**src/rtl/rlrc_pkg.sv**
```systemverilog
`timescale 1ns / 1ps
`default_nettype none

package rlrc_pkg;

  // Row lengths of the cell chain
  localparam int SQR_CELLS = 32;  // floor sqrt of the 64-bit squared norm
  localparam int DIV_CELLS = 33;  // Q1.32 ratio, one quotient bit per cell
  localparam int SQW_CELLS = 17;  // floor sqrt of the 33-bit ratio
  localparam int LOG_CELLS = 30;  // log2 fraction bits, one per cell

  typedef struct packed {
    logic signed [31:0] res_x;
    logic signed [31:0] res_y;
  } in_t;

  typedef struct packed {
    logic signed [31:0] out_x;
    logic signed [31:0] out_y;
    logic [16:0]        weight;
    logic [47:0]        loss_value;
    logic               discarded;
  } out_t;

  // Digit-by-digit square root state
  typedef struct packed {
    logic [63:0] rad;
    logic [33:0] rem;
    logic [31:0] root;
  } sq_t;

  // Restoring divider state
  typedef struct packed {
    logic [49:0] rem;
    logic        nb;
    logic [49:0] den;
    logic [32:0] q;
  } dv_t;

  // Two log2 operands: normalised value, shift count, mantissa, fraction
  typedef struct packed {
    logic [49:0] vd;
    logic [49:0] vb;
    logic [5:0]  cd;
    logic [5:0]  cb;
    logic [30:0] md;
    logic [30:0] mb;
    logic [29:0] fd;
    logic [29:0] fb;
  } lg_t;

  // Everything one residual carries along the chain
  typedef struct packed {
    logic signed [31:0] x;
    logic signed [31:0] y;
    logic [47:0]        s;
    logic [49:0]        d;
    logic [31:0]        r;
    logic [16:0]        qs;
    sq_t                sq;
    dv_t                dv;
    lg_t                lg;
  } ctx_t;

endpackage

`default_nettype wire

```
**src/rtl/rlrc_div_cell.sv**
```systemverilog
`timescale 1ns / 1ps
`default_nettype none

module rlrc_div_cell import rlrc_pkg::*; (
  input  logic clk,
  input  logic rst,
  input  logic en,
  input  logic in_v,
  input  ctx_t in_c,
  output logic out_v,
  output ctx_t out_c
);

  ctx_t        nxt;
  logic [50:0] acc;

  // One restoring quotient bit
  always_comb begin
    nxt = in_c;
    acc = {in_c.dv.rem, in_c.dv.nb};
    nxt.dv.nb = 1'b0;
    if (acc >= {1'b0, in_c.dv.den}) begin
      nxt.dv.rem = 50'(acc - {1'b0, in_c.dv.den});
      nxt.dv.q = {in_c.dv.q[31:0], 1'b1};
    end else begin
      nxt.dv.rem = acc[49:0];
      nxt.dv.q = {in_c.dv.q[31:0], 1'b0};
    end
  end

  always_ff @(posedge clk) begin
    if (rst) begin
      out_v <= 1'b0;
    end else if (en) begin
      out_v <= in_v;
    end
  end

  always_ff @(posedge clk) begin
    if (en) begin
      out_c <= nxt;
    end
  end

endmodule

`default_nettype wire

```
**config.mk**
```make
export PLATFORM = sky130hd
export DESIGN_NAME = rlrc_div_cell
export DESIGN_NICKNAME = d
export VERILOG_FILES = /design/src/rtl/rlrc_pkg.sv /design/src/rtl/rlrc_div_cell.sv
export SDC_FILE = /design/constraint.sdc
export NUM_CORES = 1
export LEC_CHECK = 0
export BUFFER_PORTS_ARGS = -buffer_cell sky130_fd_sc_hd__buf_2
export CELL_PAD_IN_SITES_DETAIL_PLACEMENT = 1
export CELL_PAD_IN_SITES_GLOBAL_PLACEMENT = 1
export CORE_AREA = 2 2 548 550
export CTS_CLUSTER_DIAMETER = 100
export CTS_CLUSTER_SIZE = 20
export DETAILED_ROUTE_END_ITERATION = 8
export DIE_AREA = 0 0 550 552
export PLACE_DENSITY_LB_ADDON = 0.1
export SLEW_MARGIN = 40
export SYNTH_ARGS = -nofsm -noshare
export SYNTH_HDL_FRONTEND = slang
export SYNTH_SLANG_ARGS = --single-unit
```
**constraint.sdc**
```tcl
create_clock -name clk -period 3.5 [get_ports clk]
set_input_delay 0.175 -clock clk [delete_from_list [all_inputs] [get_ports clk]]
set_output_delay 0.175 -clock clk [all_outputs]
set_load 0.01 [all_outputs]
```
Word level (Yosys, flattened, before mapping)
Cells that the tools add are included.

word-level totals
  flip-flop bits (word level) = 709
  input bits = 713
  output and inout port bits = 710
  word-level logic and storage cells = 25

cells by class
  add/sub/neg operators = 1
  order comparisons = 1
  muxes and demuxes = 2

operator list
  cell                            count
  >= comparator 51 x 50 -> 1 bit  1
  2-to-1 mux 50 bit               1
  subtractor 50 bit               1
  2-to-1 mux 1 bit                1

Longest topological paths before layout
  depth after elaboration = 2
  gate-level depth with buffers = 16
  gate-level depth less buffers = 13

Least setup slack after synthesis
Ideal clock, no wire load.

  path type = input-to-reg
  from = in in_c[297] (netlist bit)
  to = reg out_c[321] (netlist bit) (data pin)
  library setup time = 0.260 ns
  arrival = 2.765 ns
  required time = 3.240 ns
  slack = 0.475 ns
  cell stages on the path = 13
  path buffers = 2
  cells stage by stage = inv_1 > ha_1 > a21oi_1 > o21ai_0 > or2_0 > a2111o_1 > a221o_1 > o2111ai_2 > and2_1 > buf_6 > inv_4 > buf_6 > mux2_4

RTL lines
  element               RTL line             text
  start, declared       rlrc_div_cell.sv:9   input ctx_t in_c,
  end signal, assigned  rlrc_div_cell.sv:41  out_c <= nxt;
  end, declared         rlrc_div_cell.sv:11  output ctx_t out_c

==> impl_metrics.py <==
metrics = {
    "synthesis": {
        "syn_area_per_cell_um2": 19.1,
        "synth_top_cells_by_area": "edfxtp_1 85%, ha_1 2.5%, a21oi_1 1.8%",
        "synth-seq-cells": 709,
        "ys_async_sr_fraction_pct": 0,
        "netlist.top_cell.by_area": "edfxtp_1",
        "dominantRegCellSynth": "edfxtp_1",
        "synthAdderAreaFrac_pct": 2.57,
        "synth_top_cell_area_share_pct": 84.6,
        "post_synth_and_or_nand_nor_area_fraction_pct": 3.63,
        "mapped_area_um2": 25100,
        "yosys-mux-area-fraction_pct": 0.782,
        "synthesis.yosys.warnings": 0,
        "syn_nets": 2077,
        "synth_compound_gate_area_share_pct": 5.09,
        "seq_area_frac_synth_pct": 84.7,
        "largest_family_of_logic_cells_by_synthesized_area": "compound AO/OA/AOI/OAI gates",
        "syn_inst_count": 1313,
        "synth_enable_flop_cells": 708,
        "synth_cell_types": 67,
        "yosys.area_share.xor_xnor_pct": 1.50,
    },
    "clock_network": {
        "cts-root-to-sink-buffers": 4,
        "cts_made_buffers": 82,
        "cts_tree": "built",
        "cts-htree-levels": 3,
        "post-cts-setup-buffer-count": 0,
        "clock_sink_count": 709,
        "clock_tree.root_cell": "clkbuf_16",
        "cts.reportedPaths.clkPinSlew_ns": 0.07,
        "worst_skew_pair.late_latency_ns": 0.78,
    },
    "power_and_ir_drop": {
        "standby_leakage_power_nw": 19.4,
        "pwr-share-seq_pct": 43.6,
        "max-vdd-ir-drop_v": 0.000280,
        "netSwitchingFraction_pct": 29.9,
        "power.switching_mw": 7.13,
        "p_comb_share_pct": 17.4,
        "clkPwrFrac_pct": 39.0,
        "total_power_mw": 23.8,
        "design_internal_power_mw": 16.7,
        "cellPowerDensity_nw_per_um2": 492,
    },
    "global_route": {
        "pin_count_of_the_biggest_net_entering_global_routing": 80,
        "grt_pass1_wl_mm": 240,
        "gr_overflow_total": 0,
        "first_global_vias": 23700,
        "antenna_found_initial": 64,
        "track_usage_pct": 11.8,
    },
    "sta": {
        "finalHoldViolCount": 0,
        "setup_viol_count_final": 0,
        "relSlewSlack_pct": 58.1,
        "finalClockSkew_ns": 0,
        "period_needed_ns": 3.28,
        "actual_transition_at_the_worst_max_transition_pin_ns": 0.628,
        "post-route-period-util_pct": 93.6,
        "layout_setup_ws_ns": 0.225,
        "slew_violations": 0,
        "maxClockFrequency_ghz": 0.305,
        "rsz0062_at_grt": "false",
    },
    "setup_path": {
        "worst_ep_arrival_time_ns": 3.89,
        "count_of_buffering_cells_on_the_critical_path_with_inverters_included": 7,
        "critical_path_required_ns": 4.11,
        "timing.setup.critical_path_class": "input port to flip-flop",
        "path_delay_family": "buffers and inverters",
        "worstSetupEndpointType": "flip-flop",
        "critPathMaxFanout": 22,
        "cpPeakStageDelay_ns": 0.54,
        "critical_path.cell_chain": "dlygate4sd3_1 -> buf_2 -> inv_1 -> ha_1 -> nand4_1 -> or3_1 -> a31oi_2 -> o21ai_0 -> buf_4 -> a21oi_2 -> o2111ai_2 -> and2_1 -> inv_4 -> buf_12 -> buf_4 -> nor2_1 -> a21oi_1",
        "critical_path.slowest_cell": "dlygate4sd3_1",
        "critPathLaunchType": "input port",
        "path_common_cell": "buf_4",
    },
    "floorplanning": {
        "core_footprint_um2": 298000,
        "die_h_um": 552,
        "initial_utilization_pct": 8.42,
        "design.die.area_um2": 304000,
        "top_level_ports": 1423,
        "placementRows": 201,
        "floorplan.die.width_um": 550,
    },
    "routing": {
        "maxUsedRoutingLayer": "met5",
        "route.vias.total": 21900,
        "drt.antenna.violating_nets": 0,
        "drt-pass1-iter-count": 5,
        "wirelength_mm": 186,
        "drt-wirelength-per-cell_um": 24.1,
        "wl_met1_mm": 75.9,
        "dr_wl_met3_mm": 14.5,
        "number_of_drc_markers_after_the_initial_detailed_route_iteration": 1073,
        "viasPerCell": 2.83,
        "route.met2.wl_mm": 91.9,
        "residual_drc": 0,
    },
    "place": {
        "placement.io_buffers": 1420,
        "pre_cts_slack_ns": -0.382,
        "dp.final_hpwl_mm": 154,
        "finalWeightedCongestion": 0.822,
    },
    "finish": {
        "fillers": 34200,
        "nets": 4420,
        "drive_gt1_share_pct": 45.8,
        "final_common_cell": "buf_2",
        "layout.area.seq_um2": 21300,
        "multi_input_area_um2": 3430,
        "most-common-layout-cells": "1419 x buf_2, 748 x dlygate4sd3_1, 708 x edfxtp_1",
        "synthesis_to_finish_area_growth_pct": 92.7,
    },
    "flow_run": {
        "cap_viol_max_count": 0,
    },
    "run_status": {
        "run_status": "finished, final reports clean",
    },
    "min_path": {
        "hp-class": "input port to flip-flop",
    },
}
==> flip-flops by register name (all words and copies together) (netlist names) <==
name,count
out_c,708
out_v,1
==> routing by layer <==
layer  global-route usage (%)  up-vias
li1                         -     9824
met1                     13.9    11000
met2                     20.6      880
met3                     3.99      165
met4                     2.21       18
met5                        0        -
==> cells by family (layout without fill, tap and decap cells) <==
family,Yosys count,in the layout
muxes,14,14
AOI/OAI and AO/OA,204,204
adders and majority gates,51,51
DFF,709,709
and+or+nand+nor,193,193
other,1,40
buffers and inverters,98,2502
xor gates and xnor gates,43,43
==> worst paths after layout <==
| kind | slack (ns) | start | cells past startpoint | end |
|---|---|---|---|---|
| max | 0.22 | in_c[272] | 17 | out_c[347]$_DFFE_PP_ |
| min | 0.10 | in_c[440] | 2 | out_c[440]$_DFFE_PP_ |
| max reg2reg | 2.36 | out_v$_SDFFE_PP0P_ | 3 | out_v$_SDFFE_PP0P_ |
| min reg2reg | 1.05 | out_v$_SDFFE_PP0P_ | 3 | out_v$_SDFFE_PP0P_ |
==> cell usage after synthesis (all sizes together) (3+ instances only) <==
cell type,count
mux2,12
nor2b,5
inv,63
a21boi,3
a41oi,3
buf,14
clkbuf,21
o211ai,7
and2,4
or2,3
o21ai,30
a211o,3
a31oi,5
edfxtp,708
xor2,15
and3,4
o2111ai,3
nand2,47
nand3,11
o21bai,10
a311o,3
ha,50
a21oi,92
nor3,14
xnor2,28
a21o,19
a211oi,4
nand4,18
nor4,4
nand2b,5
o21a,8
nor2,67
==> stage by stage <==
step	hold WS (ns)	cells	setup TNS (ns)	cell area [µm²]	utilization, %
global placement	0.337	6781	-10.38	38100	12.8
floorplan	0.247	1313	0	25100	-
detailed placement	0.337	6782	-14.33	38100	12.8
CTS	0.000119	7675	0	48300	16.2
global route	0.0254	7707	0	48400	16.2
finish	0.102	7714	0	48400	16.2
==> timing repair <==
item	in CTS	in global routing
hold buffers	748	0
hold endpoints to repair	807	0
endpoints found under the setup margin	0	38
gates resized for setup	0	1
==> layout make-up <==
| cell class | count | area share [%] |
|---|---|---|
| antenna | 39 | 0.202 |
| clock buffer | 89 | 4.34 |
| clock inverter | 56 | 1.26 |
| inverter | 63 | 0.494 |
| multi-input combinational | 506 | 7.07 |
| sequential | 709 | 43.9 |
| tap | 3958 | 10.2 |
| timing repair buffer | 2294 | 32.5 |
==> power by group through the flow <==
| stage | sequential, mW | combinational, mW | clock [mW] |
|---|---|---|---|
| after floorplan | 10.9 | 0.618 | 0 |
| after global placement | 10.6 | 3.54 | 0 |
| after detailed placement | 10.6 | 3.52 | 0 |
| after CTS | 10.4 | 4.34 | 9.89 |
| after global routing | 10.5 | 4.46 | 10.1 |
| final | 10.4 | 4.14 | 9.29 |
Power figures use the tool's default switching activity.
