==> src/rtl/rlrc_pkg.sv <==
`timescale 1ns / 1ps
`default_nettype none

package rlrc_pkg;

  // Row lengths of the cell chain
  localparam int SQR_CELLS = 32;  // floor sqrt of the 64-bit squared norm
  localparam int DIV_CELLS = 33;  // Q1.32 ratio, one quotient bit per cell
  localparam int SQW_CELLS = 17;  // floor sqrt of the 33-bit ratio
  localparam int LOG_CELLS = 30;  // log2 fraction bits, one per cell

  typedef struct packed {
    logic signed [31:0] res_x;
    logic signed [31:0] res_y;
  } in_t;

  typedef struct packed {
    logic signed [31:0] out_x;
    logic signed [31:0] out_y;
    logic [16:0]        weight;
    logic [47:0]        loss_value;
    logic               discarded;
  } out_t;

  // Digit-by-digit square root state
  typedef struct packed {
    logic [63:0] rad;
    logic [33:0] rem;
    logic [31:0] root;
  } sq_t;

  // Restoring divider state
  typedef struct packed {
    logic [49:0] rem;
    logic        nb;
    logic [49:0] den;
    logic [32:0] q;
  } dv_t;

  // Two log2 operands: normalised value, shift count, mantissa, fraction
  typedef struct packed {
    logic [49:0] vd;
    logic [49:0] vb;
    logic [5:0]  cd;
    logic [5:0]  cb;
    logic [30:0] md;
    logic [30:0] mb;
    logic [29:0] fd;
    logic [29:0] fb;
  } lg_t;

  // Everything one residual carries along the chain
  typedef struct packed {
    logic signed [31:0] x;
    logic signed [31:0] y;
    logic [47:0]        s;
    logic [49:0]        d;
    logic [31:0]        r;
    logic [16:0]        qs;
    sq_t                sq;
    dv_t                dv;
    lg_t                lg;
  } ctx_t;

endpackage

`default_nettype wire

==> src/rtl/rlrc_log_cell.sv <==
`timescale 1ns / 1ps
`default_nettype none

module rlrc_log_cell import rlrc_pkg::*; (
  input  logic clk,
  input  logic rst,
  input  logic en,
  input  logic in_v,
  input  ctx_t in_c,
  output logic out_v,
  output ctx_t out_c
);

  ctx_t        nxt;
  logic [61:0] sqd;
  logic [61:0] sqb;
  logic [31:0] td;
  logic [31:0] tb;

  // Square both mantissas; a carry into bit 31 yields a fraction bit of one
  always_comb begin
    nxt = in_c;
    sqd = {31'b0, in_c.lg.md} * {31'b0, in_c.lg.md};
    sqb = {31'b0, in_c.lg.mb} * {31'b0, in_c.lg.mb};
    td = sqd[61:30];
    tb = sqb[61:30];
    if (td[31]) begin
      nxt.lg.md = td[31:1];
      nxt.lg.fd = {in_c.lg.fd[28:0], 1'b1};
    end else begin
      nxt.lg.md = td[30:0];
      nxt.lg.fd = {in_c.lg.fd[28:0], 1'b0};
    end
    if (tb[31]) begin
      nxt.lg.mb = tb[31:1];
      nxt.lg.fb = {in_c.lg.fb[28:0], 1'b1};
    end else begin
      nxt.lg.mb = tb[30:0];
      nxt.lg.fb = {in_c.lg.fb[28:0], 1'b0};
    end
  end

  always_ff @(posedge clk) begin
    if (rst) begin
      out_v <= 1'b0;
    end else if (en) begin
      out_v <= in_v;
    end
  end

  always_ff @(posedge clk) begin
    if (en) begin
      out_c <= nxt;
    end
  end

endmodule

`default_nettype wire

==> config.mk <==
export PLATFORM = sky130hd
export DESIGN_NAME = rlrc_log_cell
export DESIGN_NICKNAME = d
export VERILOG_FILES = /design/src/rtl/rlrc_pkg.sv /design/src/rtl/rlrc_log_cell.sv
export SDC_FILE = /design/constraint.sdc
export NUM_CORES = 2
export LEC_CHECK = 0
export BUFFER_PORTS_ARGS = -buffer_cell sky130_fd_sc_hd__buf_2
export CAP_MARGIN = 25
export CORE_AREA = 2 2 559 561
export CTS_BUF_LIST = sky130_fd_sc_hd__clkbuf_4
export CTS_CLUSTER_DIAMETER = 120
export CTS_CLUSTER_SIZE = 20
export DETAILED_ROUTE_END_ITERATION = 8
export DIE_AREA = 0 0 561 563
export PLACE_DENSITY = 0.41
export SETUP_SLACK_MARGIN = 0.1
export SLEW_MARGIN = 20
export SYNTH_ARGS = -nofsm -noshare
export SYNTH_HDL_FRONTEND = slang
export SYNTH_SLANG_ARGS = --single-unit
export TNS_END_PERCENT = 20
==> constraint.sdc <==
create_clock -name clk -period 20 [get_ports clk]
set_clock_uncertainty 0.15 [all_clocks]
set_input_delay 1 -clock clk [delete_from_list [all_inputs] [get_ports clk]]
set_output_delay 1 -clock clk [all_outputs]
set_load 0.005 [all_outputs]
**After elaboration in Yosys (flattened, before gate mapping)**

Cells that the tools add are included.
Widths: inputs -> output; s select.

- Bits in read-only memories: 0
- Input bits: 713
- Logic and storage cells: 30
- RAM bits: 0
- Bits in latches: 0
- Memories kept: 0
- Register bits: 710

- $mul: 2
- Bitwise logic cells: 0
- Add/sub/neg operators: 0
- Equal/unequal tests: 0
- Div/mod/pow operators: 0
- Multiplexer cells: 4
- Reductions and logical operators: 0
- Order comparisons: 0
- Shift-type cells: 0

Operator list:

| cell | count |
|---|---|
| $mul 31x31->62 | 2 |
| $mux 30 | 2 |
| $mux 1 | 2 |

**Depth between registers and ports, before layout**

- Depth in word-level cells: 2
- Mapped depth: 31
- Gate-level depth less buffers: 28

**Worst setup path before layout**

OpenSTA, ideal clock, no wires.

- Kind: input -> register
- From: input in_c[85] in the netlist's numbering
- To: register out_c[86] in the netlist's numbering (data pin)
- Setup time: 0.260 ns
- Buffers on the path: 4
- Path slack: 11.505 ns
- Stages: 27
- Arrival: 8.085 ns
- Required time: 19.590 ns
- Cell sequence: clkbuf_1 > clkbuf_1 > nand2_1 > fa_1 > fa_1 > inv_1 > fa_1 > inv_1 > fa_1 > inv_1 > fa_1 > fa_1 > fa_1 > inv_1 > fa_1 > inv_1 > ha_1 > clkbuf_1 > a211oi_1 > o21bai_1 > a2111oi_2 > o211ai_1 > nand2_1 > o31ai_1 > xnor2_2 > buf_2 > mux2_2

RTL lines:

| element | line | source |
|---|---|---|
| start, declared | rlrc_log_cell.sv:9 | `input ctx_t in_c,` |
| end signal, assigned | rlrc_log_cell.sv:53 | `out_c <= nxt;` |
| end, declared | rlrc_log_cell.sv:11 | `output ctx_t out_c` |

==> results.sh <==
export IMPL_outcome="complete, no violations"
export IMPL_critPathMaxFanout=30
export IMPL_yosysUniqueCellTypes=77
export IMPL_coreArea_sq_um=310000
export IMPL_max_freq_mhz=106
export IMPL_grt_start_max_net_pins=177
export IMPL_synth_area_leaders="fa_1 40%, edfxtp_1 28%, inv_1 9.0%, ha_1 8.8%, and2_1 3.1%"
export IMPL_syn_avg_cell_area_sq_um=11.5
export IMPL_clk_pin_slew_ns=0.21
export IMPL_start_kind="primary input"
export IMPL_cts_root_buf="clkbuf_4"
export IMPL_endpoint_kind="flip-flop"
export IMPL_hpwl_mm=346
export IMPL_gp_routability_congestion=0.945
export IMPL_clock_path_buffers=3
export IMPL_numPortBuffers=1420
export IMPL_ant_nets=0
export IMPL_overflow=0
export IMPL_firstDrtPassIters=6
export IMPL_synth_edf_count=709
export IMPL_ys_seq_area_share_pct=28.2
export IMPL_die_area_sq_um=316000
export IMPL_rows=205
export IMPL_finalSetupTns_ns=0
export IMPL_slew_viol_final=0
export IMPL_worstSetupPathType="in -> reg"
export IMPL_insertion_delay_ns=1.21
export IMPL_grt_pass1_vias=61700
export IMPL_syn_nets=9312
export IMPL_wl_per_cell_um=31.6
export IMPL_ctsHoldBuffers=650
export IMPL_fillers=32600
export IMPL_antenna_found_initial=190
export IMPL_syn2layout_area_growth_pct=26.4
export IMPL_route_vias_total=56800
export IMPL_cp_required_ns=20.93
export IMPL_io_pins=1423
export IMPL_syn_inst=6571
export IMPL_post_cts_buffers=0
export IMPL_gr_usage_all_layers_pct=25.9
export IMPL_setup_viol=0
export IMPL_die_h_um=563
export IMPL_rsz0062_at_grt="false"
export IMPL_netlist_area_sq_um=75700
export IMPL_grt_pass1_wl_mm=547
export IMPL_synth_top_area_share_pct=39.5
export IMPL_clock_sinks=710
export IMPL_cap_viol_max_count=0
export IMPL_synth_top_area_cell="fa_1"
export IMPL_layout_min_cycle_time_ns=9.46
export IMPL_wl_mm=411
export IMPL_nets=11300
export IMPL_hold_viol_final=0
export IMPL_htree_levels=2
export IMPL_cts_inserted_buffers=48
export IMPL_drc=0
export IMPL_die_w_um=561
export IMPL_relSlewSlack_pct=19.9
export IMPL_tightest_slew_ns=1.20
export IMPL_multi_input_comb_area_sq_um=46700
export IMPL_seq_area_sq_um=21300
export IMPL_viasPerCell=4.36
export IMPL_period_share_pct=47.3
export IMPL_hp_class="in -> reg"
export IMPL_cts_resized=0
export IMPL_cts_tree="built"
export IMPL_synth_warnings=0
export IMPL_synth_async_sr_flop_share_pct=0
export IMPL_layout_drive_gt1_share_pct=19.0
export IMPL_synth_seq_cells=710
export IMPL_floorplan_initialDensity_pct=24.4
export IMPL_ys_flop_type="edfxtp_1"
export IMPL_cp_arrival_ns=10.39
export IMPL_first_iter_violations=3875
## cells in the mapped netlist (3+ instances only)
cell type,n
mux2_2,42
nor2b_1,15
o211ai_1,7
a21oi_1,133
mux2i_1,16
o21bai_1,19
a221oi_1,4
and2_1,380
clkbuf_1,201
nor3_1,21
o31ai_1,14
inv_1,1823
nand2_1,592
ha_1,534
and3_1,14
xor2_1,52
nand2b_1,3
nand4_1,34
a31oi_1,12
buf_1,5
o221a_2,4
o21a_1,11
o22ai_1,5
nor2_1,122
xnor2_1,61
a21boi_0,3
a21o_1,43
nand3_1,26
fa_1,1494
o21ai_1,9
nor3b_1,3
a41o_1,5
o21ai_0,56
or2_2,8
nor4b_1,3
nor4_1,5
edfxtp_1,709
a211oi_1,13
buf_2,7
or3_1,4
a31o_2,12
## through the flow
step / util (%) / hold WS, ns / cell area, sq um / std cells / worst slack [ns]
6_report: 30.8 / 0.172 / 95600 / 13000 / 10.54
2_1_floorplan: - / 0.335 / 75700 / 6571 / 11.50
4_1_cts: 30.5 / 0.00740 / 94800 / 12700 / 10.76
3_5_place_dp: 28.2 / 0.347 / 87600 / 12000 / 9.28
3_3_place_gp: 28.2 / 0.328 / 87600 / 12000 / 9.26
5_1_grt: 30.8 / 0.0327 / 95500 / 13000 / 10.35
## flip-flops by register name (all words and copies together) (netlist names)
register and count:
out_c 709, out_v 1
## area by class of cell
class | instances | area share (%)
inverters | 1825 | 7.17
clock buffers | 52 | 0.408
flip-flops and latches | 710 | 22.3
well taps | 4140 | 5.42
diodes | 319 | 0.835
multi-input cells | 3820 | 48.8
repair buffers | 2131 | 14.8
clock inverters | 21 | 0.294
## cell usage in the layout, fill, tap and decap left out, types with 43 or more instances in the layout
cell,Yosys,layout
o21ai_0,56,56
nand2_1,592,592
ha_1,534,534
buf_4,1,58
edfxtp_1,709,709
and2_1,380,380
clkbuf_4,0,52
a21oi_1,133,133
buf_2,7,1419
inv_1,1823,1823
fa_1,1494,1494
a21o_1,43,43
xnor2_1,61,61
xor2_1,52,52
nor2_1,122,121
diode_2,0,319
dlygate4sd3_1,0,650
## per-layer routing
| layer | share of wire [%] | up-vias | global-route usage (%) |
|---|---|---|---|
| met5 | 0.10 | - | 0 |
| met1 | 37 | 29800 | 29.5 |
| met3 | 7.0 | 640 | 6.32 |
| met4 | 10 | 68 | 21.2 |
| met2 | 46 | 2103 | 41.5 |
| li1 | - | 24100 | - |
## kinds of logic (layout without fill, tap and decap cells)
group	count (synthesis)	after routing	synth area share (%)
other cells	0	319	0
compound gates	382	382	3.29
simple gates	1236	1236	7.82
mux	60	60	0.867
buf+inv	2041	4029	10.2
xor+xnor	114	114	1.33
fa+ha+maj	2028	2028	48.4
flops	710	710	28.2
## worst max-delay path, cell delays in order
cell      delay [ns]
buf_2           0.08
buf_4           0.50
inv_1           0.45
nor2_1          0.60
fa_1            0.56
fa_1            0.56
inv_1           0.07
fa_1            0.45
fa_1            0.55
inv_1           0.06
fa_1            0.58
fa_1            0.45
fa_1            0.53
fa_1            0.43
ha_1            0.35
a21oi_1         0.28
o211ai_1        0.17
nor2_1          0.13
nand2_1         0.09
o31ai_1         0.62
nand2_1         0.37
a211o_1         0.35
nor2_2          0.10
buf_4           0.37
inv_2           0.21
mux2i_1         0.16
o221a_2         0.25
## worst paths after layout
check                startpoint                   end  slack [ns]  depth (start not counted)
max                    in_c[99]   out_c[92]$_DFFE_PP_       10.54                         27
min                   in_c[455]  out_c[455]$_DFFE_PP_        0.17                          1
max reg2reg  out_v$_SDFFE_PP0P_    out_v$_SDFFE_PP0P_       18.71                          3
min reg2reg  out_v$_SDFFE_PP0P_    out_v$_SDFFE_PP0P_        0.91                          3
Power is left out: the tool's default activity adds up to more than one toggle a clock period on the data nets, which glitch-free logic cannot reach.
