===== src/rtl/rlrc_pkg.sv =====
`timescale 1ns / 1ps
`default_nettype none

package rlrc_pkg;

  // Row lengths of the cell chain
  localparam int SQR_CELLS = 32;  // floor sqrt of the 64-bit squared norm
  localparam int DIV_CELLS = 33;  // Q1.32 ratio, one quotient bit per cell
  localparam int SQW_CELLS = 17;  // floor sqrt of the 33-bit ratio
  localparam int LOG_CELLS = 30;  // log2 fraction bits, one per cell

  typedef struct packed {
    logic signed [31:0] res_x;
    logic signed [31:0] res_y;
  } in_t;

  typedef struct packed {
    logic signed [31:0] out_x;
    logic signed [31:0] out_y;
    logic [16:0]        weight;
    logic [47:0]        loss_value;
    logic               discarded;
  } out_t;

  // Digit-by-digit square root state
  typedef struct packed {
    logic [63:0] rad;
    logic [33:0] rem;
    logic [31:0] root;
  } sq_t;

  // Restoring divider state
  typedef struct packed {
    logic [49:0] rem;
    logic        nb;
    logic [49:0] den;
    logic [32:0] q;
  } dv_t;

  // Two log2 operands: normalised value, shift count, mantissa, fraction
  typedef struct packed {
    logic [49:0] vd;
    logic [49:0] vb;
    logic [5:0]  cd;
    logic [5:0]  cb;
    logic [30:0] md;
    logic [30:0] mb;
    logic [29:0] fd;
    logic [29:0] fb;
  } lg_t;

  // Everything one residual carries along the chain
  typedef struct packed {
    logic signed [31:0] x;
    logic signed [31:0] y;
    logic [47:0]        s;
    logic [49:0]        d;
    logic [31:0]        r;
    logic [16:0]        qs;
    sq_t                sq;
    dv_t                dv;
    lg_t                lg;
  } ctx_t;

endpackage

`default_nettype wire


===== src/rtl/rlrc_sqrt_cell.sv =====
`timescale 1ns / 1ps
`default_nettype none

module rlrc_sqrt_cell import rlrc_pkg::*; (
  input  logic clk,
  input  logic rst,
  input  logic en,
  input  logic in_v,
  input  ctx_t in_c,
  output logic out_v,
  output ctx_t out_c
);

  ctx_t        nxt;
  logic [35:0] acc;
  logic [35:0] trial;

  // One root digit; also shift each log operand one place towards bit 49 unless its bit 49 is set
  always_comb begin
    nxt = in_c;
    acc = {in_c.sq.rem, in_c.sq.rad[63:62]};
    trial = {2'b00, in_c.sq.root, 2'b01};
    nxt.sq.rad = {in_c.sq.rad[61:0], 2'b00};
    if (acc >= trial) begin
      nxt.sq.rem = 34'(acc - trial);
      nxt.sq.root = {in_c.sq.root[30:0], 1'b1};
    end else begin
      nxt.sq.rem = acc[33:0];
      nxt.sq.root = {in_c.sq.root[30:0], 1'b0};
    end
    if (!in_c.lg.vd[49]) begin
      nxt.lg.vd = {in_c.lg.vd[48:0], 1'b0};
      nxt.lg.cd = in_c.lg.cd + 6'd1;
    end
    if (!in_c.lg.vb[49]) begin
      nxt.lg.vb = {in_c.lg.vb[48:0], 1'b0};
      nxt.lg.cb = in_c.lg.cb + 6'd1;
    end
  end

  always_ff @(posedge clk) begin
    if (rst) begin
      out_v <= 1'b0;
    end else if (en) begin
      out_v <= in_v;
    end
  end

  always_ff @(posedge clk) begin
    if (en) begin
      out_c <= nxt;
    end
  end

endmodule

`default_nettype wire


===== config.mk =====
export PLATFORM = sky130hd
export DESIGN_NAME = rlrc_sqrt_cell
export DESIGN_NICKNAME = d
export VERILOG_FILES = /design/src/rtl/rlrc_pkg.sv /design/src/rtl/rlrc_sqrt_cell.sv
export SDC_FILE = /design/constraint.sdc
export NUM_CORES = 1
export LEC_CHECK = 0
export BUFFER_PORTS_ARGS = -buffer_cell sky130_fd_sc_hd__buf_4
export CAP_MARGIN = 40
export CORE_AREA = 2 2 559 561
export DETAILED_ROUTE_END_ITERATION = 8
export DIE_AREA = 0 0 561 563
export PLACE_DENSITY_LB_ADDON = 0.05
export REMOVE_ABC_BUFFERS = 1
export SYNTH_ARGS = -nofsm -noshare
export SYNTH_HDL_FRONTEND = slang
export SYNTH_SLANG_ARGS = --single-unit

===== constraint.sdc =====
create_clock -name clk -period 2.78 [get_ports clk]
set_input_delay 0.139 -clock clk [delete_from_list [all_inputs] [get_ports clk]]
set_output_delay 0.139 -clock clk [all_outputs]
set_load 0.01 [all_outputs]

* Word level (Yosys, flattened, before mapping)
Index checks and enable logic that the tools add are counted.
Word-level totals: input bits 713, word-level logic and storage cells 35, register bits after elaboration 708, output and inout bits 710
Cells by class: $lt $le $gt $ge 1, multiplexer cells 5, add/sub/neg operators 3
Operators with widths (number):
- $mux W49 | 2
- $mux W66 | 1
- $ge A36 B34 Y1 | 1
- $sub A34 B34 Y34 | 1
- $add A6 B1 Y6 const B | 2
- $mux W6 | 2

* Longest topological paths before layout
Gate-level depths: netlist (run 1).
word-level depth 2, mapped depth 12, gate-level depth less buffers 10

* Worst setup path after synthesis (run 1)
No wires, ideal clock.
path kind in2reg, start point in in_c[371] (netlist bit), end point reg out_c[404] (netlist bit) (data pin), buffers on the path 1, data arrival time 2.101 ns, library setup time 0.260 ns, stages on the path 10, path slack 0.419 ns, path through inv_1 ha_1 a21o_1 or3_4 o211ai_2 a21oi_2 o31ai_4 o21ai_4 buf_6 mux2_4
RTL lines:
- start: declaration | RTL line rlrc_sqrt_cell.sv:9 | input ctx_t in_c,
- end signal: assignment | RTL line rlrc_sqrt_cell.sv:51 | out_c <= nxt;
- end: declaration | RTL line rlrc_sqrt_cell.sv:11 | output ctx_t out_c

==> run_results.csv, run 1 <==
group,metric,value,unit
worst_setup_path,critical-path-slowest-cell,"sky130_fd_sc_hd__dlygate4sd3_1",
sta,max_clock_freq,377,MHz
outcome,outcome,"finished clean",
global_route,first_global_vias,24764,
finish,final_layout_size_suffix_gt1_share,44.6,%
run,maxCapViolations,0,
pwr,power_frac_clock,40.6,%
clock_network,cts_buffers,110,
pwr,switching_share,27.2,%
logic_synthesis,synth_enable_flop_cells,707,
sta,report.final.slew_viol_count,0,
floorplan,initial_core_utilization,8.08,%
routing,detail_route.first_pass.iterations,5,
sta,hold_viol_final,0,
worst_setup_path,crit_buf_inv,5,
clock_network,skew_pair_late_insertion_delay,0.80,ns
clock_network,maximum_clock_path_buffer_count,4,
worst_setup_path,crit_path_max_fanout,4,
pwr,internal-power,0.0236,W
routing,dr_wl_met3,19200,µm
pwr,power.ir.vdd_worst,0.481,mV
clock_network,cts_sinks,708,
routing,wl_per_cell,23.0,µm
clock_network,tritoncts,"built",
global_route,grt_max_degree,78,
worst_setup_path,critPathKind,"input port to flop",
worst_setup_path,cp_top_family,"compound AO/OA/AOI/OAI gates",
placement,placement.cell_area,0.0418,mm²
floorplan,floorplan.die.width,561,µm
sta,tightest_slew,0.846,ns
routing,highest-signal-layer,"met5",
routing,dr_total_vias,22717,
logic_synthesis,synth_largest_type_area_fraction,84.7,%
sta,tcrit_tclk_final,95.4,%
placement,finalWeightedCongestion,0.794,
routing,via_per_inst,2.78,
floorplan,die-area,0.316,mm²
logic_synthesis,postSynth.topFlopCell,"sky130_fd_sc_hd__edfxtp_1",
pwr,fin_total_pwr,0.0325,W
worst_setup_path,delay_of_the_slowest_cell_on_the_worst_path,0.52,ns
worst_setup_path,cp_data_required_time,3.35,ns
floorplan,core_outline_area,0.310,mm²
routing,final_antenna_net_count,0,
pwr,combPwrFrac,18.7,%
worst_setup_path,timing.critical_path.cells,"dlygate4sd3_1 > buf_4 > inv_1 > ha_1 > buf_4 > o21ai_0 > a211oi_1 > o21ai_1 > a31oi_2 > buf_4 > a31oi_2 > a21oi_1 > or3_1 > a31o_1",
routing,drcViolationCount,0,
clock_network,cts_max_level,3,
logic_synthesis,syn_inst,1217,
logic_synthesis,synth_top_cell_by_area,"sky130_fd_sc_hd__edfxtp_1",
placement,port-buffer-count,1420,
worst_setup_path,worstReg2RegStart,"out_v",
placement,hpwl,156000,µm
global_route,wire_length_of_the_first_global_routing_pass,241000,µm
logic_synthesis,postSynthAreaPerCell,20.6,µm²
clock_network,postCtsResizedCells,0,
global_route,globalRouteOverflowTotal,0,
hold_path,hold_path_startpoint,"in_c[446]",
worst_setup_path,regToRegEndpoint,"out_v",
routing,drt_first_iter_violations,1088,
sta,period_minus_slack,2.65,ns
sta,relative_slew_margins,43.6,%
logic_synthesis,yosys_register_bits,708,
clock_network,clock_root_buffer,"sky130_fd_sc_hd__clkbuf_16",
global_route,gr-usage-all-layers,11.4,%
sta,rsz_0062_raised_after_global_routing,"false",
worst_setup_path,worstSetupEndpointType,"flop",
floorplan,floorplan.die.height,563,µm
pwr,power.static_leakage,22.2,nW
routing,met1_length,69900,µm
floorplan,placementRows,205,
finish,syn_to_final_growth,124,%
pwr,pwr_density_cell,580,mW/mm²
finish,fillCellCount,34230,
logic_synthesis,yosys.cell_types.count,56,
hold_path,hold_path.class,"input port to flop",
worst_setup_path,minimum_setup_slack_among_reg_to_reg_paths,1.64,ns
worst_setup_path,cp-start-kind,"input port",
hold_path,hold_end,"out_c[448]",
pwr,pwr-share-seq,40.7,%
pwr,p_sw,0.00885,W
logic_synthesis,synthesis.area,0.0251,mm²
finish,final_design_area_excluding_fillers,0.0560,mm²
worst_setup_path,number_of_cells_on_the_worst_reg_to_reg_path,3,
finish,design.final.nets,4673,
hold_path,worst_hold_path.num_cells,2,
sta,hold-worst-slack,0.0882,ns
clock_network,clk_pin_slew,0.05,ns
sta,finalSetupViolations,0,
worst_setup_path,timing.critical_path.mode_cell,"sky130_fd_sc_hd__buf_4",
floorplan,design.portCount,1423,
logic_synthesis,ys_seq_area_share,84.8,%
routing,route.met2.wl,95100,µm
logic_synthesis,count_of_yosys_warnings_during_synthesis,0,
global_route,number_of_antenna_violations_at_the_first_check_in_global_routing,92,
routing,route.final.wire_length,188000,µm
logic_synthesis,yosys-top-cells-area,"sky130_fd_sc_hd__edfxtp_1, sky130_fd_sc_hd__mux2_2, sky130_fd_sc_hd__ha_1",
sta,timing.clock.skew,0,ns
worst_setup_path,critPathArrivalTime,3.22,ns
sta,setup_tns,0,ns
logic_synthesis,ys_async_sr_fraction,0,%
power groups by stage:
stage	clock network [W]	logic, W	registers, W
after floorplan	0	0.000631	0.0138
after global placement	0	0.00492	0.0135
after detailed placement	0	0.00487	0.0134
after CTS	0.0140	0.00633	0.0133
after global routing	0.0143	0.00653	0.0133
final	0.0132	0.00608	0.0132
flip-flops by register name, summed over array words and instances, names as in the netlist:
register,flops
out_c,707
out_v,1
stage by stage:
stage	setup slack, ns	util, %	cells
2_1_floorplan	-0.121	-	1195
3_3_place_gp	-0.276	13.5	6860
3_5_place_dp	-0.177	13.5	6861
4_1_cts	0.215	18.0	8143
5_1_grt	0.0443	18.1	8163
6_report	0.127	18.1	8172
cell usage in the layout, fill, tap and decap left out, types with 3 or more instances in the layout:
cell                            netlist  final
sky130_fd_sc_hd__buf_4                3   1509
sky130_fd_sc_hd__ha_1                36     36
sky130_fd_sc_hd__or3_1                5      5
sky130_fd_sc_hd__edfxtp_1           707    707
sky130_fd_sc_hd__nor2_1              50     50
sky130_fd_sc_hd__a211oi_2             4      4
sky130_fd_sc_hd__xnor2_1             26     26
sky130_fd_sc_hd__nor2b_1              3      3
sky130_fd_sc_hd__nand2_1             28     28
sky130_fd_sc_hd__xor2_1              12     12
sky130_fd_sc_hd__a21oi_1             53     53
sky130_fd_sc_hd__diode_2              0     29
sky130_fd_sc_hd__and2_1               6      6
sky130_fd_sc_hd__nor3_1               6      6
sky130_fd_sc_hd__and3_1               5      5
sky130_fd_sc_hd__mux2_2              98     98
sky130_fd_sc_hd__inv_1               43     43
sky130_fd_sc_hd__nand3_1              5      5
sky130_fd_sc_hd__mux2_4               9      9
sky130_fd_sc_hd__a31oi_1              5      5
sky130_fd_sc_hd__clkinv_2             0     15
sky130_fd_sc_hd__clkinv_1             0     21
sky130_fd_sc_hd__o21a_1               6      6
sky130_fd_sc_hd__clkbuf_1            13     33
sky130_fd_sc_hd__o21ai_0             18     18
sky130_fd_sc_hd__buf_12               0     15
sky130_fd_sc_hd__nand2b_1             8      8
sky130_fd_sc_hd__a21o_1              15     15
sky130_fd_sc_hd__nand4b_1             4      4
sky130_fd_sc_hd__clkbuf_16            0    110
sky130_fd_sc_hd__nand4_1              5      5
sky130_fd_sc_hd__dlygate4sd3_1        0   1091
sky130_fd_sc_hd__clkinvlp_4           0      4
sky130_fd_sc_hd__bufinv_16            0      4
Yosys cell counts (3+ instances only):
cell                         n
sky130_fd_sc_hd__edfxtp_1  707
sky130_fd_sc_hd__mux2_2     98
sky130_fd_sc_hd__a21oi_1    53
sky130_fd_sc_hd__nor2_1     50
sky130_fd_sc_hd__inv_1      43
sky130_fd_sc_hd__ha_1       36
sky130_fd_sc_hd__nand2_1    28
sky130_fd_sc_hd__xnor2_1    26
sky130_fd_sc_hd__o21ai_0    18
sky130_fd_sc_hd__a21o_1     15
sky130_fd_sc_hd__clkbuf_1   13
sky130_fd_sc_hd__xor2_1     12
sky130_fd_sc_hd__mux2_4      9
sky130_fd_sc_hd__nand2b_1    8
sky130_fd_sc_hd__and2_1      6
sky130_fd_sc_hd__nor3_1      6
sky130_fd_sc_hd__o21a_1      6
sky130_fd_sc_hd__a31oi_1     5
sky130_fd_sc_hd__and3_1      5
sky130_fd_sc_hd__nand3_1     5
sky130_fd_sc_hd__nand4_1     5
sky130_fd_sc_hd__or3_1       5
sky130_fd_sc_hd__a211oi_2    4
sky130_fd_sc_hd__buf_2       4
sky130_fd_sc_hd__nand4b_1    4
sky130_fd_sc_hd__buf_4       3
sky130_fd_sc_hd__buf_6       3
sky130_fd_sc_hd__nor2b_1     3
timing repair:
action / CTS / global route
setup endpoints to repair: 0 / 0
hold buffers: 1091 / 0
setup buffers: 0 / 0
endpoints found under the hold margin: 766 / 0
routing by layer:
| metal | global-route usage (%) | up-vias |
|---|---|---|
| met1 | 12.2 | 11175 |
| met5 | 0 | - |
| met3 | 5.19 | 286 |
| li1 | - | 10227 |
| met4 | 2.29 | 30 |
| met2 | 20.5 | 999 |
kinds of logic (layout without fill, tap and decap cells):
group                    count (synthesis)  count (layout)  share of synthesized area (%)
AO/OA/AOI/OAI                          128             128                           3.41
XOR/XNOR                                38              38                           1.33
adder cells (fa/ha/maj)                 36              36                           1.80
buffers and inverters                   66            2851                           1.14
flip-flops                             708             708                           84.8
multiplexers                           109             109                           5.02
other                                    1              31                         0.0150
AND/OR/NAND/NOR                        131             131                           2.52
layout make-up:
type	count	area, µm²	area share (%)
clock buffers	143	2880	5.13
well taps	4140	5180	9.24
diodes	29	72.6	0.129
multi-input cells	444	3540	6.31
flip-flops and latches	708	21300	37.9
repair buffers	2617	22600	40.3
inverters	43	161	0.288
clock inverters	48	400	0.714
how the worst max path moves through the flow:
| stage | startpoint | to | slack, ns | depth (start not counted) |
|---|---|---|---|---|
| 5_1_grt | in_c[371] | out_c[429] | 0.04 | 14 |
| 3_3_place_gp | in_c[399] | out_c[420] | -0.28 | 10 |
| 3_5_place_dp | in_c[371] | out_c[429] | -0.18 | 13 |
| 4_1_cts | in_c[371] | out_c[429] | 0.22 | 14 |
| 6_report | in_c[371] | out_c[429] | 0.13 | 14 |
| 2_1_floorplan | in_c[385] | out_c[430] | -0.12 | 10 |
Power figures use the tool's default switching activity.
==> inputs of run 2 (changes only) <==
--- a/config.mk
+++ b/config.mk
@@ -10,8 +10,7 @@
 export CORE_AREA = 2 2 559 561
 export DETAILED_ROUTE_END_ITERATION = 8
 export DIE_AREA = 0 0 561 563
-export PLACE_DENSITY_LB_ADDON = 0.05
-export REMOVE_ABC_BUFFERS = 1
+export PLACE_DENSITY = 0.3
 export SYNTH_ARGS = -nofsm -noshare
 export SYNTH_HDL_FRONTEND = slang
 export SYNTH_SLANG_ARGS = --single-unit
==> run 2 against run 1 <==
Against the previous run:
- clock power is 11% higher
- final cell count is 0.26% lower
- total power is 5.2% higher
- global-route usage is 1.7 points higher
- setup slack worse by 0.022 ns
- sequential power hardly changed
- critical endpoint unchanged
- first-iteration DRC count is 16% higher
- non-clock buffer count is 27 lower
- clock skew stayed put
- hold slack better by 0.00052 ns
==> run_results.csv, run 2 (synthesis results as in run 1) <==
group,metric,value,unit
outcome,outcome,"finished clean",
sta,report.final.slew_viol_count,0,
sta,period_minus_slack,2.67,ns
finish,largest_reg_flops,707,
global_route,first_global_vias,24745,
routing,dr_wl_met3,26300,µm
finish,reg_top3,"out_c (707), out_v (1)",
finish,commonest_non_fill_non_tap_cell_in_the_layout,"sky130_fd_sc_hd__buf_4",
clock_network,clk_pin_slew,0.06,ns
routing,drt_first_iter_violations,1266,
routing,met1_length,81400,µm
worst_setup_path,crit_path_max_fanout,4,
global_route,grt_max_degree,82,
clock_network,tritoncts,"built",
placement,finalWeightedCongestion,0.875,
worst_setup_path,regToRegEndpoint,"out_v",
pwr,power.ir.vdd_worst,0.496,mV
clock_network,cts_max_level,3,
worst_setup_path,critPathArrivalTime,3.21,ns
worst_setup_path,number_of_cells_on_the_worst_reg_to_reg_path,3,
clock_network,cts_buffers,107,
pwr,pwr_density_cell,607,mW/mm²
sta,relative_slew_margins,41.9,%
finish,fillCellCount,34163,
placement,port-buffer-count,1420,
sta,finalSetupViolations,0,
clock_network,maximum_clock_path_buffer_count,4,
sta,timing.clock.skew,0,ns
finish,registers.top_by_ff_count,"out_c",
routing,final_antenna_net_count,0,
clock_network,cts_sinks,708,
placement,dp_slack,-0.0766,ns
routing,wl_per_cell,26.4,µm
routing,dr_total_vias,23159,
pwr,power.static_leakage,22.3,nW
floorplan,initial_core_utilization,8.08,%
floorplan,die-area,0.316,mm²
floorplan,placementRows,205,
routing,drcViolationCount,0,
worst_setup_path,cp-start-kind,"input port",
routing,detail_route.first_pass.iterations,5,
floorplan,floorplan.die.height,563,µm
floorplan,core_outline_area,0.310,mm²
routing,highest-signal-layer,"met5",
global_route,number_of_antenna_violations_at_the_first_check_in_global_routing,130,
sta,max_clock_freq,374,MHz
worst_setup_path,cp_data_required_time,3.31,ns
sta,tightest_slew,0.872,ns
routing,via_per_inst,2.84,
routing,route.met2.wl,101000,µm
global_route,globalRouteOverflowTotal,0,
floorplan,design.portCount,1423,
worst_setup_path,critPathKind,"input port to flop",
finish,design.final.nets,4643,
worst_setup_path,worstReg2RegStart,"out_v",
clock_network,clock_root_buffer,"sky130_fd_sc_hd__clkbuf_16",
sta,hold_viol_final,0,
finish,syn_to_final_growth,125,%
worst_setup_path,minimum_setup_slack_among_reg_to_reg_paths,1.64,ns
clock_network,skew_pair_late_insertion_delay,0.82,ns
worst_setup_path,critPathLaunch,"in_c[368]",
sta,setup_tns,0,ns
sta,postLayoutSetupSlackWorst,0.105,ns
finish,final_layout_size_suffix_gt1_share,45.3,%
finish,most-common-layout-cells,"sky130_fd_sc_hd__buf_4, sky130_fd_sc_hd__dlygate4sd3_1, sky130_fd_sc_hd__edfxtp_1, sky130_fd_sc_hd__clkbuf_16, sky130_fd_sc_hd__mux2_2",
sta,rsz_0062_raised_after_global_routing,"false",
global_route,gr-usage-all-layers,13.1,%
placement,hpwl,182000,µm
worst_setup_path,worstSetupEndpointType,"flop",
sta,tcrit_tclk_final,96.2,%
floorplan,floorplan.die.width,561,µm
global_route,wire_length_of_the_first_global_routing_pass,267000,µm
run,maxCapViolations,0,
worst_setup_path,cp-endpoint,"out_c[429]",
routing,route.final.wire_length,216000,µm
hold_path,hold_path.class,"input port to flop",
run 2: worst min path at each step:
stage	end	cells past startpoint	slack, ns	startpoint
finish	out_c[58]	2	0.09	in_c[58]
global route	out_c[58]	2	0.03	in_c[58]
CTS	out_c[30]	2	0.00004	in_c[30]
detailed placement	out_v	2	0.30	rst
global placement	out_v	2	0.30	rst
floorplan	out_v	1	0.21	rst
run 2: cell type report:
cell class                 count  area (µm²)  area share (%)
clock inverter                75         910            1.62
multi-input combinational    444        3560            6.33
tap                         4140        5180            9.20
antenna                       29        72.6           0.129
timing repair buffer        2590       22400            39.8
clock buffer                 122        2780            4.93
sequential                   708       21300            37.8
inverter                      43         161           0.287
run 2: metrics by stage:
stage | util [%] | cells | hold WS, ns | area (µm²) | power, W
detailed placement | 13.4 | 6839 | 0.303 | 41600 | 0.0185
finish | 18.1 | 8151 | 0.0887 | 56300 | 0.0342
floorplan | - | 1218 | 0.211 | 25100 | 0.0144
CTS | 18.1 | 8121 | 0.0000390 | 56200 | 0.0351
global placement | 13.4 | 6838 | 0.298 | 41600 | 0.0186
global route | 18.1 | 8141 | 0.0285 | 56300 | 0.0357
run 2: repair_timing:
item | in CTS | in global routing
endpoints found under the setup margin | 0 | 17
buffers inserted | 0 | 0
endpoints found under the hold margin | 780 | 1
hold buffers | 1085 | 1
resized for setup | 0 | 5
run 2: routing by layer:
layer	GRT usage, %	vias up
met5	0	-
met4	3.45	22
met3	6.99	358
met2	22.0	1259
met1	14.4	11336
li1	-	10184
run 2: worst max-delay path, cell delays in order:
cell and delay [ns]:
sky130_fd_sc_hd__dlygate4sd3_1 0.69, sky130_fd_sc_hd__buf_4 0.17, sky130_fd_sc_hd__inv_1 0.04, sky130_fd_sc_hd__ha_1 0.33
sky130_fd_sc_hd__o21a_1 0.14, sky130_fd_sc_hd__o211a_1 0.24, sky130_fd_sc_hd__o21ai_1 0.16, sky130_fd_sc_hd__buf_4 0.17
sky130_fd_sc_hd__a31oi_2 0.17, sky130_fd_sc_hd__a31oi_4 0.29, sky130_fd_sc_hd__a21oi_1 0.11, sky130_fd_sc_hd__or3_1 0.33
sky130_fd_sc_hd__a31o_1 0.22
run 2: report_power, final:
group | switching (W) | internal, W | total, W
Combinational | 0.00314 | 0.00321 | 0.00635
Sequential | 0.000426 | 0.0128 | 0.0132
Clock | 0.00583 | 0.00878 | 0.0146
Total | 0.00939 | 0.0248 | 0.0342
==> inputs of run 3 (changes only) <==
==> constraint.sdc (replaced) <==
create_clock -name clk -period 2.5 [get_ports clk]
set_input_delay 0.125 -clock clk [delete_from_list [all_inputs] [get_ports clk]]
set_output_delay 0.125 -clock clk [all_outputs]
set_load 0.01 [all_outputs]
==> run 3 against run 2 <==
Against the previous run:
- critical path depth is 1 lower
- combinational power is 13% higher
- critical endpoint is now out_c[428]
- largest cell class unchanged
- via count is 0.74% higher
- critical path type unchanged
==> run_results.csv, run 3 (synthesis results as in run 1) <==
group,metric,value,unit
placement,finalWeightedCongestion,0.862,
finish,reg_top3,"out_c (707), out_v (1)",
global_route,grt_max_degree,94,
finish,most-common-layout-cells,"sky130_fd_sc_hd__buf_4, sky130_fd_sc_hd__dlygate4sd3_1, sky130_fd_sc_hd__edfxtp_1, sky130_fd_sc_hd__clkbuf_16, sky130_fd_sc_hd__mux2_2",
pwr,power.ir.vdd_worst,0.512,mV
routing,wl_per_cell,26.7,µm
routing,dr_total_vias,23331,
finish,registers.top_by_ff_count,"out_c",
hold_path,hold_path.class,"input port to flop",
floorplan,floorplan.die.width,561,µm
clock_network,clock_root_buffer,"sky130_fd_sc_hd__clkbuf_16",
worst_setup_path,critPathLaunch,"in_c[403]",
worst_setup_path,cp-endpoint,"out_c[428]",
pwr,p_sw,0.0101,W
sta,tightest_slew,0.902,ns
sta,rsz_0062_raised_after_global_routing,"true",
clock_network,maximum_clock_path_buffer_count,4,
finish,syn_to_final_growth,124,%
global_route,gr-usage-all-layers,13.2,%
placement,dpl.cell_count,6905,
clock_network,cts_buffers,106,
pwr,combPwrFrac,19.4,%
worst_setup_path,cp_data_required_time,3.05,ns
worst_setup_path,critical-path-slowest-cell,"sky130_fd_sc_hd__dlygate4sd3_1",
clock_network,tritoncts,"built",
pwr,power.static_leakage,22.3,nW
floorplan,floorplan.die.height,563,µm
global_route,wire_length_of_the_first_global_routing_pass,269000,µm
sta,timing.clock.skew,0,ns
worst_setup_path,timing.critical_path.mode_cell,"sky130_fd_sc_hd__buf_4",
worst_setup_path,delay_of_the_slowest_cell_on_the_worst_path,0.53,ns
finish,final_layout_size_suffix_gt1_share,46.5,%
routing,route.final.wire_length,218000,µm
finish,commonest_non_fill_non_tap_cell_in_the_layout,"sky130_fd_sc_hd__buf_4",
finish,design.final.nets,4670,
worst_setup_path,minimum_setup_slack_among_reg_to_reg_paths,1.37,ns
outcome,outcome,"finished clean",
pwr,power_frac_clock,40.7,%
sta,finalSetupViolations,0,
run,maxCapViolations,0,
worst_setup_path,worstReg2RegStart,"out_v",
pwr,pwr_density_cell,658,mW/mm²
hold_path,worst_hold_path.num_cells,2,
finish,multi_input_logic_area,0.00363,mm²
worst_setup_path,timing.critical_path.cells,"dlygate4sd3_1 > buf_4 > ha_1 > a21o_1 > or3_4 > o211ai_2 > a21oi_2 > buf_4 > nor3_2 > o31ai_1 > xor2_1 > mux2_4",
sta,hold_viol_final,0,
routing,drcViolationCount,0,
clock_network,cts_max_level,3,
finish,utilization,18.1,%
sta,max_clock_freq,407,MHz
worst_setup_path,regToRegEndpoint,"out_v",
global_route,first_global_vias,24877,
floorplan,initial_core_utilization,8.08,%
sta,report.final.slew_viol_count,0,
global_route,globalRouteOverflowTotal,0,
worst_setup_path,worstSetupEndpointType,"flop",
floorplan,placementRows,205,
clock_network,skew_pair_late_insertion_delay,0.79,ns
worst_setup_path,critPathArrivalTime,3.01,ns
finish,final_cell_count_no_fill,8172,
sta,period_minus_slack,2.46,ns
sta,relative_slew_margins,38.3,%
floorplan,design.portCount,1423,
routing,detail_route.first_pass.iterations,5,
worst_setup_path,critPathKind,"input port to flop",
sta,tcrit_tclk_final,98.2,%
placement,hpwl,184000,µm
clock_network,cts_sinks,708,
clock_network,clk_pin_slew,0.06,ns
worst_setup_path,cp-start-kind,"input port",
global_route,number_of_antenna_violations_at_the_first_check_in_global_routing,135,
worst_setup_path,crit_path_max_fanout,3,
pwr,switching_share,27.5,%
worst_setup_path,number_of_cells_on_the_worst_reg_to_reg_path,3,
sta,setup_tns,0,ns
routing,via_per_inst,2.85,
routing,final_antenna_net_count,0,
finish,area.sequential,0.0213,mm²
finish,largest_reg_flops,707,
pwr,internal-power,0.0268,W
floorplan,core_outline_area,0.310,mm²
floorplan,die-area,0.316,mm²
placement,port-buffer-count,1420,
routing,drt_first_iter_violations,1087,
pwr,pwr-share-seq,39.9,%
finish,fillCellCount,34183,
-- run 3: cell count changes in the layout (fill, tap and decap cells not counted), moves of 4 or more --
cell,change
sky130_fd_sc_hd__clkinv_4,-8
sky130_fd_sc_hd__o21ai_0,-5
sky130_fd_sc_hd__o21ai_1,+4
sky130_fd_sc_hd__clkinv_1,+8
sky130_fd_sc_hd__inv_6,-5
sky130_fd_sc_hd__buf_4,+69
sky130_fd_sc_hd__clkinv_2,-6
sky130_fd_sc_hd__bufinv_16,-7
sky130_fd_sc_hd__diode_2,+4
sky130_fd_sc_hd__clkbuf_1,+11
sky130_fd_sc_hd__dlygate4sd3_1,-44
-- run 3: stage by stage --
stage / setup slack [ns] / power [W] / hold slack, ns / instance area [µm²]
6_report: 0.0446 / 0.0369 / 0.0929 / 56100
5_1_grt: -0.0500 / 0.0385 / 0.0355 / 56100
4_1_cts: 0.0143 / 0.0379 / 0.0000430 / 55900
3_5_place_dp: -0.462 / 0.0207 / 0.284 / 42100
3_3_place_gp: -0.476 / 0.0208 / 0.285 / 42100
2_1_floorplan: 0.153 / 0.0160 / 0.197 / 25100
-- run 3: worst min path at each step --
stage          slack [ns]    endpoint      start
2_1_floorplan        0.20       out_v        rst
3_3_place_gp         0.28       out_v        rst
3_5_place_dp         0.28       out_v        rst
4_1_cts           0.00004  out_c[316]  in_c[316]
5_1_grt              0.04  out_c[462]  in_c[460]
6_report             0.09   out_c[68]   in_c[68]
-- run 3: repair_timing --
| item | in CTS | in global routing |
|---|---|---|
| setup endpoints to repair | 0 | 26 |
| endpoints found under the hold margin | 863 | 1 |
| resized for setup | 0 | 25 |
| hold buffers | 1041 | 1 |
| setup buffers | 0 | 5 |
-- run 3: per-layer routing --
layer,vias up,global-route usage [%],wire [µm]
met3,370,7.24,26900
li1,10219,-,-
met2,1270,21.9,101000
met5,-,0,236
met4,34,4.45,8740
met1,11438,14.3,81200
-- run 3: worst max-delay path: cells and delay by family --
kind | cells | cell delay [ns]
buffers and inverters | 3 | 0.82
and+or+nand+nor | 2 | 0.68
AOI/OAI and AO/OA | 4 | 0.65
adders and majority gates | 1 | 0.31
muxes | 1 | 0.26
xor gates and xnor gates | 1 | 0.15
-- run 3: cell type report --
type	count	area share, %
tap	4140	9.23
sequential	708	37.8
inverter	43	0.287
clock buffer	134	5.00
clock inverter	52	0.929
multi-input combinational	444	6.46
antenna	33	0.147
timing repair buffer	2618	40.1
-- run 3: power by group through the flow --
| stage | registers (W) | logic (W) | clock network [W] |
|---|---|---|---|
| 2_1_floorplan | 0.0153 | 0.000739 | 0 |
| 6_report | 0.0147 | 0.00717 | 0.0150 |
| 4_1_cts | 0.0148 | 0.00737 | 0.0158 |
| 3_5_place_dp | 0.0149 | 0.00579 | 0 |
| 3_3_place_gp | 0.0150 | 0.00582 | 0 |
| 5_1_grt | 0.0148 | 0.00767 | 0.0160 |
